===== src/rtl/core/fba_pkg.sv =====
// Package for the frame bitmap allocator: sizes, command codes, sequencer
// states, the bitmap access struct and the lowest-zero search function.
// Used by every file of the block; depends on nothing else.
`default_nettype none

package fba_pkg;

    localparam int NUM_FRAMES = 4096;
    localparam int WORD_W     = 32;
    localparam int BIT_W      = $clog2(WORD_W);
    localparam int MAP_WORDS  = NUM_FRAMES / WORD_W;
    localparam int ADDR_W     = $clog2(MAP_WORDS);
    localparam int CNT_W      = ADDR_W + 1;
    localparam int IDX_W      = 12;
    localparam int FC_W       = 13;
    localparam int DATA_W     = 16;

    localparam logic [WORD_W-1:0] FULL_WORD  = {WORD_W{1'b1}};
    localparam logic [FC_W-1:0]   FC_RESET   = FC_W'(4096);

    localparam logic CMD_ALLOC = 1'b0;
    localparam logic CMD_FREE  = 1'b1;

    localparam logic STAT_OK     = 1'b0;
    localparam logic STAT_NOFREE = 1'b1;

    typedef enum logic [2:0] {
        ST_IDLE,
        ST_SCAN,
        ST_FREE_RD,
        ST_FREE_WR,
        ST_FIN
    } t_state;

    typedef struct packed {
        logic              rd_en;
        logic [ADDR_W-1:0] rd_addr;
        logic              wr_en;
        logic [ADDR_W-1:0] wr_addr;
        logic [WORD_W-1:0] wr_data;
    } t_map_req;

    // Position of the lowest clear bit; a full word gives the top position.
    function automatic logic [BIT_W-1:0] lowest_zero(input logic [WORD_W-1:0] w);
        logic [BIT_W-1:0] b;
        b = BIT_W'(WORD_W - 1);
        for (int i = WORD_W - 1; i >= 0; i--) begin
            if (!w[i]) begin
                b = BIT_W'(i);
            end
        end
        return b;
    endfunction

endpackage

`default_nettype wire


===== src/rtl/core/fba_map.sv =====
// Bitmap store: one word per 32 frames, single read and write port,
// registered read data. Depends on fba_pkg.
`default_nettype none

module fba_map (
    input  wire logic                          i_clk,
    input  wire logic                          i_rst_n,
    input  wire fba_pkg::t_map_req             i_req,
    output logic [fba_pkg::WORD_W-1:0]         o_rd_data
);

    logic [fba_pkg::WORD_W-1:0]    r_mem [fba_pkg::MAP_WORDS];
    logic [fba_pkg::MAP_WORDS-1:0] r_valid;
    logic [fba_pkg::WORD_W-1:0]    r_q;
    logic                          r_q_valid;

    // A word never written since reset reads as all frames free.
    always_ff @(posedge i_clk) begin
        if (!i_rst_n) begin
            r_valid <= '0;
        end else if (i_req.wr_en) begin
            r_valid[i_req.wr_addr] <= 1'b1;
        end
    end

    always_ff @(posedge i_clk) begin
        if (i_req.wr_en) begin
            r_mem[i_req.wr_addr] <= i_req.wr_data;
        end
    end

    always_ff @(posedge i_clk) begin
        if (i_req.rd_en) begin
            r_q       <= r_mem[i_req.rd_addr];
            r_q_valid <= r_valid[i_req.rd_addr];
        end
    end

    assign o_rd_data = r_q_valid ? r_q : '0;

endmodule

`default_nettype wire


===== config.mk =====
export PLATFORM = sky130hd
export DESIGN_NAME = fba_map
export DESIGN_NICKNAME = d
export VERILOG_FILES = /design/src/rtl/core/fba_pkg.sv /design/src/rtl/core/fba_map.sv
export SDC_FILE = /design/constraint.sdc
export NUM_CORES = 2
export LEC_CHECK = 0
export BUFFER_PORTS_ARGS = -buffer_cell sky130_fd_sc_hd__clkbuf_2
export CELL_PAD_IN_SITES_DETAIL_PLACEMENT = 1
export CELL_PAD_IN_SITES_GLOBAL_PLACEMENT = 1
export CORE_MARGIN = 8
export CORE_UTILIZATION = 54
export CTS_BUF_LIST = sky130_fd_sc_hd__clkbuf_8
export CTS_CLUSTER_SIZE = 12
export DETAILED_ROUTE_END_ITERATION = 12
export GPL_ROUTABILITY_DRIVEN = 0
export HOLD_SLACK_MARGIN = 0.05
export PLACE_DENSITY_LB_ADDON = 0.1
export SYNTH_ARGS = -nofsm -noshare
export SYNTH_HDL_FRONTEND = slang
export SYNTH_SLANG_ARGS = --single-unit

===== constraint.sdc =====
create_clock -name i_clk -period 3.57 [get_ports i_clk]
set_input_delay 0.357 -clock i_clk [delete_from_list [all_inputs] [get_ports i_clk]]
set_output_delay 0.357 -clock i_clk [all_outputs]
set_load 0.005 [all_outputs]

==> summary.txt <==
Outcome
  – Status: finished, final reports clean

Timing
  – Final Skew: 0.0567 ns
  – Worst Hold Margin: 0.201 ns
  – # setup viols final: 0
  – Crit share post-route: 94.6%
  – Fin Setup TNS: 0 ns
  – Actual slew at the worst max-slew pin: 1.31 ns
  – FMAX: 0.296 GHz
  – Worst relative slew slack: 12.8%
  – Crit path time final: 3.38 ns
  – Slew Viols, Final: 0
  – RSZ-0062 raised after global routing: false
  – Final hold violations: 0

Cells and area
  – Commonest non-fill, non-tap cell in the layout: edfxtp_1
  – Layout Cells excl Fill: 11800
  – Filler instances: 23200
  – Final net count: 7339
  – Reg area: 127000 um^2
  – Most frequent cells in the layout: edfxtp_1 (4129), mux4_2 (1386), clkbuf_8 (698), buf_4 (285), inv_1 (230)
  – Share of layout cells above drive strength 1: 37.7%
  – Design area: 186000 um^2
  – Area of the multi-input gates: 34400 um^2
  – Layout area overhead: 15.0%

Placed design
  – IO buf count: 81
  – Placed cell areas: 173000 um^2
  – HPWL after detailed placement: 251000 um
  – Post-Place Cells: 10500

Drt
  – ANT nets after route: 0
  – Wire per inst: 37.0 um
  – Via/cell ratio: 6.50
  – WL final: 437000 um
  – Post-route DRC: 0
  – TritonRoute pass-1 iters: 5
  – Vias: 76800
  – Initial DRC count: 9744

Power
  – Static Leakage: 0.0585 uW
  – Pwr Density: 531 nW/um^2
  – Total power: 98600 uW
  – VDD IR max: 0.379 mV

Clock network
  – Worst-skew pair later-pin latency: 1.19 ns
  – Clock buffer depth: 4
  – CTS buffer count: 677
  – Post-cts sizing count: 0
  – Root Buffer: clkbuf_8
  – Cts hold-fix bufs: 49
  – Post-CTS Setup Inserts: 0
  – Clock slew at reported path FFs: 0.06 ns
  – CTS tree: built
  – # H-tree levels: 6
  – Clock Sinks: 4257

Yosys
  – Synth unique cells: 22
  – Synthesized instance count: 6348
  – #FFs+latches synth: 4257
  – Mean Syn Cell Area: 25.4 um^2
  – Syn nets: 6398
  – Cell area after technology mapping: 161000 um^2
  – Post-synthesis sequential area ratio: 78.4%
  – Number of synthesis warnings: 0
  – Yosys top cell area share: 76.8%
  – Synth area leader: edfxtp_1
  – Area contributors post-synth: edfxtp_1 (77%), mux4_2 (19%), dfxtp_1 (1.6%)

Setup path
  – Crit. End Element: primary output
  – Worst Path Buf+Inv: 3
  – CP Launch Type: flip-flop
  – CP peak stage delay: 1.08 ns
  – CP dominant cell by count: buf_4
  – Crit path DAT: 3.02 ns
  – Critical path cell sequence: buf_4, buf_4, and2_1, clkbuf_2
  – Worst path slowest cell: edfxtp_1
  – Required @ worst endpoint: 3.21 ns
  – Critical Setup Path Class: flip-flop to primary output
  – Largest delay contributor family on the critical path: flip-flops
  – Max Fanout on Critical Path: 16

Die
  – Die height: 563 um
  – Rows: 200
  – Die W: 563 um
  – Starting Density: 54.3%
  – Full die area: 317000 um^2
  – # IOs: 82
  – Core Area: 297000 um^2

GRT
  – Congestion Overflow GR: 0
  – Number of global-route vias before repair: 79600
  – GRT Total Usage: 27.3%
  – Initial antenna violation count: 62
  – Pin count of the biggest net entering global routing: 110
  – First-pass GRT wire length: 607000 um

Worst hold path
  – HP Class: primary input to flip-flop

Run
  – Number of max-cap violations: 0
-- stage by stage --
stage / utilization [%] / worst slack, ns
5_1_grt: 62.5 / 0.0804
2_1_floorplan: - / 0.154
4_1_cts: 62.5 / 0.0681
6_report: 62.5 / 0.193
3_3_place_gp: 58.2 / -0.343
3_5_place_dp: 58.2 / -0.331
-- final cells by class --
type | instances | share of cell area, %
Inverter | 1 | 0.00202
Tap cell | 3939 | 2.65
Multi-Input combinational cell | 1747 | 18.5
Clock inverter | 523 | 1.41
Antenna cell | 44 | 0.0593
Clock buffer | 698 | 5.18
Timing Repair Buffer | 605 | 3.99
Sequential cell | 4257 | 68.2
-- registers in the layout (all words and copies together) (netlist names) --
register and cells:
r_mem 4096, r_q 32, r_q_valid 1, r_valid 128
-- synthesized netlist by cell type (all sizes together) --
library cell	instances
or3	1
clkbuf	211
nand4b	1
o21a	128
edfxtp	4129
nand3b	3
nand4	2
nor2b	4
or3b	2
dfxtp	128
nand3	8
and2	32
nand2	9
mux4	1386
mux2	33
buf	132
inv	1
or4	1
nor2	131
or2	6
-- worst register-to-register path, stage by stage (launching register included) --
cell and delay, ns:
edfxtp_1 0.37, mux4_2 0.49, mux4_2 0.66, mux4_2 0.71, mux2_2 0.33, dlygate4sd3_1 0.55
-- metal layers --
metal  track usage, %  vias to the layer above  share of wire (%)
met5                0                        -              0.019
met4             7.13                       12                2.6
met3             5.71                      559                9.1
met2             43.3                     3864                 48
met1             39.7                    42500                 40
li1                 -                    29800                  -
-- cell families after synthesis --
family / count (synthesis) / synth area share (%)
AOI/OAI and AO/OA: 128 / 0.595
buffers and inverters: 344 / 0.881
DFF: 4257 / 78.4
muxes: 1419 / 19.6
and+or+nand+nor: 200 / 0.560
-- where the power goes --
group	leakage (uW)	total (uW)	switching (uW)	internal (uW)
sequential	0.0382	55200	118	55000
clock	0.00710	37900	19200	18700
combinational	0.0133	5600	3350	2250
-- final timing paths --
kind | to | slack (ns) | start | depth (start not counted)
max reg2reg | r_q[14] | 0.20 | r_mem[55][14] | 5
min reg2reg | r_valid[92] | 0.46 | r_valid[92] | 1
min | r_mem[113][3] | 0.20 | i_req[3] | 2
max | o_rd_data[25] | 0.19 | r_q_valid | 4
Power figures use the tool's default switching activity.
