`config.mk`:
```
export PLATFORM = sky130hd
export DESIGN_NAME = fba_seq
export DESIGN_NICKNAME = d
export VERILOG_FILES = /design/src/rtl/core/fba_pkg.sv /design/src/rtl/core/fba_seq.sv
export SDC_FILE = /design/constraint.sdc
export NUM_CORES = 1
export LEC_CHECK = 0
export BUFFER_PORTS_ARGS = -buffer_cell sky130_fd_sc_hd__clkbuf_2
export CORE_UTILIZATION = 46
export DETAILED_ROUTE_END_ITERATION = 7
export GPL_TIMING_DRIVEN = 0
export PLACE_DENSITY = 0.73
export SLEW_MARGIN = 20
export SYNTH_ARGS = -nofsm -noshare
export SYNTH_HDL_FRONTEND = slang
export SYNTH_SLANG_ARGS = --single-unit
```
`constraint.sdc`:
```
create_clock -name i_clk -period 2.4 [get_ports i_clk]
set_input_delay 0.24 -clock i_clk [delete_from_list [all_inputs] [get_ports i_clk]]
set_output_delay 0.24 -clock i_clk [all_outputs]
set_load 0.01 [all_outputs]
```
`src/rtl/core/fba_pkg.sv`:
```
// Package for the frame bitmap allocator: sizes, command codes, sequencer
// states, the bitmap access struct and the lowest-zero search function.
// Used by every file of the block; depends on nothing else.
`default_nettype none

package fba_pkg;

    localparam int NUM_FRAMES = 4096;
    localparam int WORD_W     = 32;
    localparam int BIT_W      = $clog2(WORD_W);
    localparam int MAP_WORDS  = NUM_FRAMES / WORD_W;
    localparam int ADDR_W     = $clog2(MAP_WORDS);
    localparam int CNT_W      = ADDR_W + 1;
    localparam int IDX_W      = 12;
    localparam int FC_W       = 13;
    localparam int DATA_W     = 16;

    localparam logic [WORD_W-1:0] FULL_WORD  = {WORD_W{1'b1}};
    localparam logic [FC_W-1:0]   FC_RESET   = FC_W'(4096);

    localparam logic CMD_ALLOC = 1'b0;
    localparam logic CMD_FREE  = 1'b1;

    localparam logic STAT_OK     = 1'b0;
    localparam logic STAT_NOFREE = 1'b1;

    typedef enum logic [2:0] {
        ST_IDLE,
        ST_SCAN,
        ST_FREE_RD,
        ST_FREE_WR,
        ST_FIN
    } t_state;

    typedef struct packed {
        logic              rd_en;
        logic [ADDR_W-1:0] rd_addr;
        logic              wr_en;
        logic [ADDR_W-1:0] wr_addr;
        logic [WORD_W-1:0] wr_data;
    } t_map_req;

    // Position of the lowest clear bit; a full word gives the top position.
    function automatic logic [BIT_W-1:0] lowest_zero(input logic [WORD_W-1:0] w);
        logic [BIT_W-1:0] b;
        b = BIT_W'(WORD_W - 1);
        for (int i = WORD_W - 1; i >= 0; i--) begin
            if (!w[i]) begin
                b = BIT_W'(i);
            end
        end
        return b;
    endfunction

endpackage

`default_nettype wire

```
`src/rtl/core/fba_seq.sv`:
```
// Sequencer of the allocator: word-by-word first-fit scan, read-modify-write
// for free, and the result register. Depends on fba_pkg.
`default_nettype none

module fba_seq (
    input  wire logic                          i_clk,
    input  wire logic                          i_rst_n,
    input  wire logic [fba_pkg::FC_W-1:0]      i_frame_count,
    input  wire logic                          i_in_valid,
    output logic                               o_in_ready,
    input  wire logic                          i_cmd,
    input  wire logic [fba_pkg::IDX_W-1:0]     i_frame_index,
    output logic                               o_out_valid,
    input  wire logic                          i_out_ready,
    output logic [fba_pkg::IDX_W-1:0]          o_alloc_index,
    output logic                               o_status,
    output fba_pkg::t_map_req                  o_req,
    input  wire logic [fba_pkg::WORD_W-1:0]    i_rd_data
);

    fba_pkg::t_state                 r_state, n_state;
    logic [fba_pkg::CNT_W-1:0]       r_rd_word, n_rd_word;
    logic [fba_pkg::CNT_W-1:0]       r_lim, n_lim;
    logic [fba_pkg::ADDR_W-1:0]      r_chk_word, n_chk_word;
    logic                            r_chk_vld, n_chk_vld;
    logic [fba_pkg::IDX_W-1:0]       r_idx, n_idx;
    logic [fba_pkg::IDX_W-1:0]       r_res_index, n_res_index;
    logic                            r_res_status, n_res_status;
    logic                            r_out_valid, n_out_valid;
    logic [fba_pkg::IDX_W-1:0]       r_out_index, n_out_index;
    logic                            r_out_status, n_out_status;

    logic                            accept;
    logic                            found;
    logic                            issue;
    logic [fba_pkg::BIT_W-1:0]       zero_bit;
    logic [fba_pkg::CNT_W-1:0]       lim_now;
    logic                            out_free;
    logic                            idx_stored;
    logic [fba_pkg::ADDR_W-1:0]      idx_word;
    logic [fba_pkg::WORD_W-1:0]      idx_mask;

    assign accept     = i_in_valid && o_in_ready;
    assign found      = r_chk_vld && (i_rd_data != fba_pkg::FULL_WORD);
    assign issue      = r_rd_word < r_lim;
    assign zero_bit   = fba_pkg::lowest_zero(i_rd_data);
    assign out_free   = !r_out_valid || i_out_ready;
    assign idx_stored = 32'(r_idx) < 32'(fba_pkg::NUM_FRAMES);
    assign idx_word   = fba_pkg::ADDR_W'(r_idx >> fba_pkg::BIT_W);
    assign idx_mask   = ~(fba_pkg::WORD_W'(1) << r_idx[fba_pkg::BIT_W-1:0]);

    // Number of whole words to scan, clipped to the stored words.
    always_comb begin
        if (32'(i_frame_count >> fba_pkg::BIT_W) > 32'(fba_pkg::MAP_WORDS)) begin
            lim_now = fba_pkg::CNT_W'(fba_pkg::MAP_WORDS);
        end else begin
            lim_now = fba_pkg::CNT_W'(i_frame_count >> fba_pkg::BIT_W);
        end
    end

    always_comb begin
        n_state = r_state;
        case (r_state)
            fba_pkg::ST_IDLE: begin
                if (accept) begin
                    if (i_cmd == fba_pkg::CMD_FREE) begin
                        n_state = fba_pkg::ST_FREE_RD;
                    end else if (lim_now == '0) begin
                        n_state = fba_pkg::ST_FIN;
                    end else begin
                        n_state = fba_pkg::ST_SCAN;
                    end
                end
            end
            fba_pkg::ST_SCAN: begin
                if (found || (!issue && !r_chk_vld)) begin
                    n_state = fba_pkg::ST_FIN;
                end
            end
            fba_pkg::ST_FREE_RD: n_state = fba_pkg::ST_FREE_WR;
            fba_pkg::ST_FREE_WR: n_state = fba_pkg::ST_FIN;
            fba_pkg::ST_FIN: begin
                if (out_free) begin
                    n_state = fba_pkg::ST_IDLE;
                end
            end
            default: n_state = fba_pkg::ST_IDLE;
        endcase
    end

    always_comb begin
        o_req         = '0;
        o_req.wr_data = i_rd_data | (fba_pkg::WORD_W'(1) << zero_bit);
        o_req.wr_addr = r_chk_word;
        o_req.rd_addr = fba_pkg::ADDR_W'(r_rd_word);
        case (r_state)
            fba_pkg::ST_SCAN: begin
                o_req.rd_en = issue && !found;
                o_req.wr_en = found;
            end
            fba_pkg::ST_FREE_RD: begin
                o_req.rd_en   = idx_stored;
                o_req.rd_addr = idx_word;
            end
            fba_pkg::ST_FREE_WR: begin
                o_req.wr_en   = idx_stored;
                o_req.wr_addr = idx_word;
                o_req.wr_data = i_rd_data & idx_mask;
            end
            default: o_req.rd_en = 1'b0;
        endcase
    end

    always_comb begin
        n_rd_word    = r_rd_word;
        n_lim        = r_lim;
        n_chk_word   = r_chk_word;
        n_chk_vld    = r_chk_vld;
        n_idx        = r_idx;
        n_res_index  = r_res_index;
        n_res_status = r_res_status;
        n_out_valid  = r_out_valid && !i_out_ready;
        n_out_index  = r_out_index;
        n_out_status = r_out_status;
        case (r_state)
            fba_pkg::ST_IDLE: begin
                if (accept) begin
                    n_idx        = i_frame_index;
                    n_lim        = lim_now;
                    n_rd_word    = '0;
                    n_chk_vld    = 1'b0;
                    n_res_index  = '0;
                    n_res_status = ((i_cmd == fba_pkg::CMD_ALLOC) && (lim_now == '0))
                                   ? fba_pkg::STAT_NOFREE : fba_pkg::STAT_OK;
                end
            end
            fba_pkg::ST_SCAN: begin
                if (found) begin
                    n_res_index  = fba_pkg::IDX_W'({r_chk_word, zero_bit});
                    n_res_status = fba_pkg::STAT_OK;
                    n_chk_vld    = 1'b0;
                end else if (issue) begin
                    n_chk_word = fba_pkg::ADDR_W'(r_rd_word);
                    n_chk_vld  = 1'b1;
                    n_rd_word  = r_rd_word + 1'b1;
                end else begin
                    n_chk_vld = 1'b0;
                    if (!r_chk_vld) begin
                        n_res_status = fba_pkg::STAT_NOFREE;
                    end
                end
            end
            fba_pkg::ST_FIN: begin
                if (out_free) begin
                    n_out_valid  = 1'b1;
                    n_out_index  = r_res_index;
                    n_out_status = r_res_status;
                end
            end
            default: n_chk_vld = r_chk_vld;
        endcase
    end

    always_ff @(posedge i_clk) begin
        if (!i_rst_n) begin
            r_state     <= fba_pkg::ST_IDLE;
            r_chk_vld   <= 1'b0;
            r_out_valid <= 1'b0;
        end else begin
            r_state     <= n_state;
            r_chk_vld   <= n_chk_vld;
            r_out_valid <= n_out_valid;
        end
    end

    always_ff @(posedge i_clk) begin
        r_rd_word    <= n_rd_word;
        r_lim        <= n_lim;
        r_chk_word   <= n_chk_word;
        r_idx        <= n_idx;
        r_res_index  <= n_res_index;
        r_res_status <= n_res_status;
        r_out_index  <= n_out_index;
        r_out_status <= n_out_status;
    end

    assign o_in_ready    = (r_state == fba_pkg::ST_IDLE);
    assign o_out_valid   = r_out_valid;
    assign o_alloc_index = r_out_index;
    assign o_status      = r_out_status;

endmodule

`default_nettype wire

```
==> reports/metrics.csv <==
stage;metric;value;unit
run_status;status;finished, violations left;
run_status;violated checks;setup timing;
power_and_ir_drop;Gate power share;37.7;%
synth;sequential area share after synthesis;51.48;%
critical_path;critical path cell sequence;ha_1 -> o211a_1 -> o2111ai_1 -> nand3_1 -> or3b_4 -> nand2_2 -> buf_6;
global_route;All-Layer GR Usage;24.32;%
clock_network;TritonCTS clock tree;done;
placed_design;Port Buf Inserts;119;
synth;synthesized area per cell;9.823;µm²
critical_path;crit path launch;r_rd_word[6];
power_and_ir_drop;clock power share;18.1;%
global_route;largest net degree at the start of global routing;22;
synth;Netlist cell types;51;
sta;final setup vio count;1;
synth;Syn Inst Count;382;
global_route;global routing usage on met2;37.96;%
sta;RSZ-0062 raised after global routing;yes;
clock_network;H-tree depth;3;
critical_path;Worst Path Arrival;2.16;ns
global_route;vias in the first global route;3260;
critical_path;Required @ worst endpoint;2.16;ns
floorplanning;Die H;92.32;µm
synth;Synth Warn #;0;
critical_path;Crit. End Element;output port;
clock_network;Hold-fix buffers, CTS;0;
floorplanning;die width;92.32;µm
synth;synthesized cell area;3752;µm²
synth;Yosys top cell area share;48.82;%
layout;Final Instance Area;4843;µm²
detailed_routing;vias per cell;5.784;
detailed_routing;WL per Instance;16.33;µm
critical_path;Slowest cell on crit path;edfxtp_1;
global_route;grt ovf;0;
flow_run;max capacitance violation total;0;
global_route;initial antenna violation count;0;
global_route;met1 Use GR;32.13;%
detailed_routing;routed via count;3609;
floorplanning;# IOs;125;
clock_network;clock slew at reported path FFs;0.08;ns
layout;area growth from synthesis to layout;29.08;%
detailed_routing;initial DRC count;235;
layout;Antenna Cells;0;
power_and_ir_drop;IR Drop Worst-Case VDD;0.7220;mV
power_and_ir_drop;Pwr Total;0.004462;W
sta;Worst Skew;0.01379;ns
detailed_routing;antenna-violating nets left;0;
synth;Post-synth EDFFs;61;
sta;fin crit share;100.1;%
clock_network;number of buffers created by CTS;9;
floorplanning;number of placement rows;32;
sta;Tightest Pin Transition;0.7586;ns
hold_path;worst hold start;i_frame_index[11];
sta;Peak Freq;0.4161;GHz
sta;Final Critical Period;2.403;ns
placed_design;Area after DPL;4483;µm²
power_and_ir_drop;P_sw;0.001661;W
global_route;first-pass GRT wire length;15.69;mm
power_and_ir_drop;Leakage;1.966;nW
global_route;gr busiest metal;met2;
clock_network;Clock Tree Buf Depth;2;
synth;main flop type after synthesis;edfxtp_1;
sta;Max Slew Vio Count;0;
power_and_ir_drop;Sw Share;37.23;%
power_and_ir_drop;Seq pwr share;44.2;%
power_and_ir_drop;P per Cell Area;921.3;nW/µm²
layout;Final Core Density;62.04;%
critical_path;crit path kind;reg2out;
synth;synth top area cells;edfxtp_1 (49%), o21ai_0 (7.2%), nand2_1 (5.6%);
critical_path;Max FO, Critical Path;2;
layout;most frequent cells in the layout;clkbuf_2 (119), edfxtp_1 (61), nand2_1 (54);
placed_design;Placer Congestion;0.9345;
floorplanning;Core ar.;7807;µm²
layout;share of layout cells above drive strength 1;35.25;%
critical_path;startpoint class of the critical path;register;
synth;largest area contributor in the netlist;edfxtp_1;
placed_design;placed cells;604;
layout;Finished Layout Cells;624;
critical_path;CP peak stage delay;0.43;ns
detailed_routing;first drt pass iteration count;7;
sta;Final Hold Viols;0;
floorplanning;Die ar.;8522;µm²
synth;count of state elements after synthesis;66;
power_and_ir_drop;Int Power;0.002801;W
global_route;met3 GRT Util;5.090;%
clock_network;clock sinks;66;
floorplanning;starting density of the core;48.06;%
detailed_routing;routed wire length;10.19;mm
clock_network;CTS root buf;clkbuf_8;
synth;Post-synth ARST share;0;%
sta;Final WS setup;-0.003499;ns
detailed_routing;Residual DRC;0;
sta;Max transition margin;49.37;%
critical_path;reg2reg start;r_rd_word[6];
hold_path;Worst Hold Class;in2reg;
clock_network;Skew-Pair Late Insertion Delay;0.35;ns
synth;Synth Net Count;452;
layout;Final nets;587;
placed_design;HPWL Detailed;7.908;mm
layout;most common cell after layout, fill and taps aside;clkbuf_2;
-- cells by family (layout without fill, tap and decap cells) --
logic type	count (synthesis)	count (layout)	share of synthesized area [%]
compound gates	104	104	17.34
xor+xnor	6	6	1.400
flops	66	66	51.48
buf+inv	29	169	2.901
fa+ha+maj	8	8	2.668
simple gates	161	161	21.81
mux	8	8	2.401
-- layout make-up --
type	instances	area, µm²
inverters	21	82.58
well taps	102	127.6
clock buffers	10	127.6
repair buffers	127	661.9
fillers	676	2964
clock inverters	6	43.79
plain buffers	5	27.53
flip-flops and latches	66	1937
multi-input cells	287	1836
-- synthesized netlist by cell type, types with 2 or more instances --
cell / number
nor4_1: 4
o21ai_1: 4
o21bai_1: 2
o21ai_0: 54
and3_1: 12
o31ai_1: 7
a21o_1: 4
nor2_1: 23
edfxtp_1: 61
o311a_1: 2
and2_1: 4
o221ai_1: 3
clkbuf_1: 8
nor2b_1: 12
ha_1: 8
a21oi_1: 8
a31oi_1: 5
a21boi_0: 3
nor3_1: 8
nand3_1: 14
nand4_1: 7
nand2b_1: 3
dfxtp_1: 5
nand3b_1: 6
xor2_1: 4
inv_1: 21
xnor2_1: 2
nand2_1: 56
mux2_2: 8
a41oi_1: 2
nand4b_1: 2
-- per-stage QoR --
step | hold slack [ns] | setup TNS (ns) | worst slack, ns
after detailed placement | 0.4080 | -2.675 | -0.2155
after global routing | 0.04579 | -0.1961 | -0.1291
final | 0.06766 | -0.003499 | -0.003499
after floorplan | 0.3389 | 0 | 0.1667
after CTS | 0.05553 | -0.03685 | -0.03685
after global placement | 0.4034 | -8.312 | -0.4340
-- power by group through the flow --
stage / Sequential, W / Clock, W / Combinational, W
floorplan: 0.00192 / 0 / 0.000933
global placement: 0.00197 / 0 / 0.00142
detailed placement: 0.00200 / 0 / 0.00146
CTS: 0.00196 / 0.000824 / 0.00162
global route: 0.00201 / 0.000876 / 0.00185
finish: 0.00197 / 0.000808 / 0.00168
-- final timing paths --
check	slack, ns	to	cells after the start
max	-0.003	o_req[47]	7
min	0.07	r_idx[11]	1
max reg2reg	0.12	r_rd_word[2]	7
min reg2reg	0.42	o_alloc_index[5]	0
-- state kept, by name (all words and copies together) (netlist names) --
register	cells
r_lim	8
r_rd_word	8
r_res_index	12
r_idx	12
o_alloc_index	12
r_res_status	1
r_chk_vld	1
r_state	3
o_status	1
r_chk_word	7
o_out_valid	1
-- metal layers --
metal | wire (µm) | share of wire [%]
met3 | 777 | 7.6
met1 | 4354 | 43
met5 | 0 | 0
met2 | 4761 | 47
met4 | 295 | 2.9
-- critical path, delay by kind of cell (launching register included) --
| kind | cells | cell delay [ns] |
|---|---|---|
| buf+inv | 1 | 0.10 |
| fa+ha+maj | 1 | 0.31 |
| flops | 1 | 0.43 |
| simple gates | 3 | 0.64 |
| compound gates | 2 | 0.33 |
-- repair_timing --
action / CTS / global route
setup endpoints to repair: 51 / 48
hold endpoints to repair: 0 / 0
setup buffers: 6 / 1
pin swaps: 4 / 5
gates resized for setup: 20 / 25
Power figures use the tool's default switching activity.
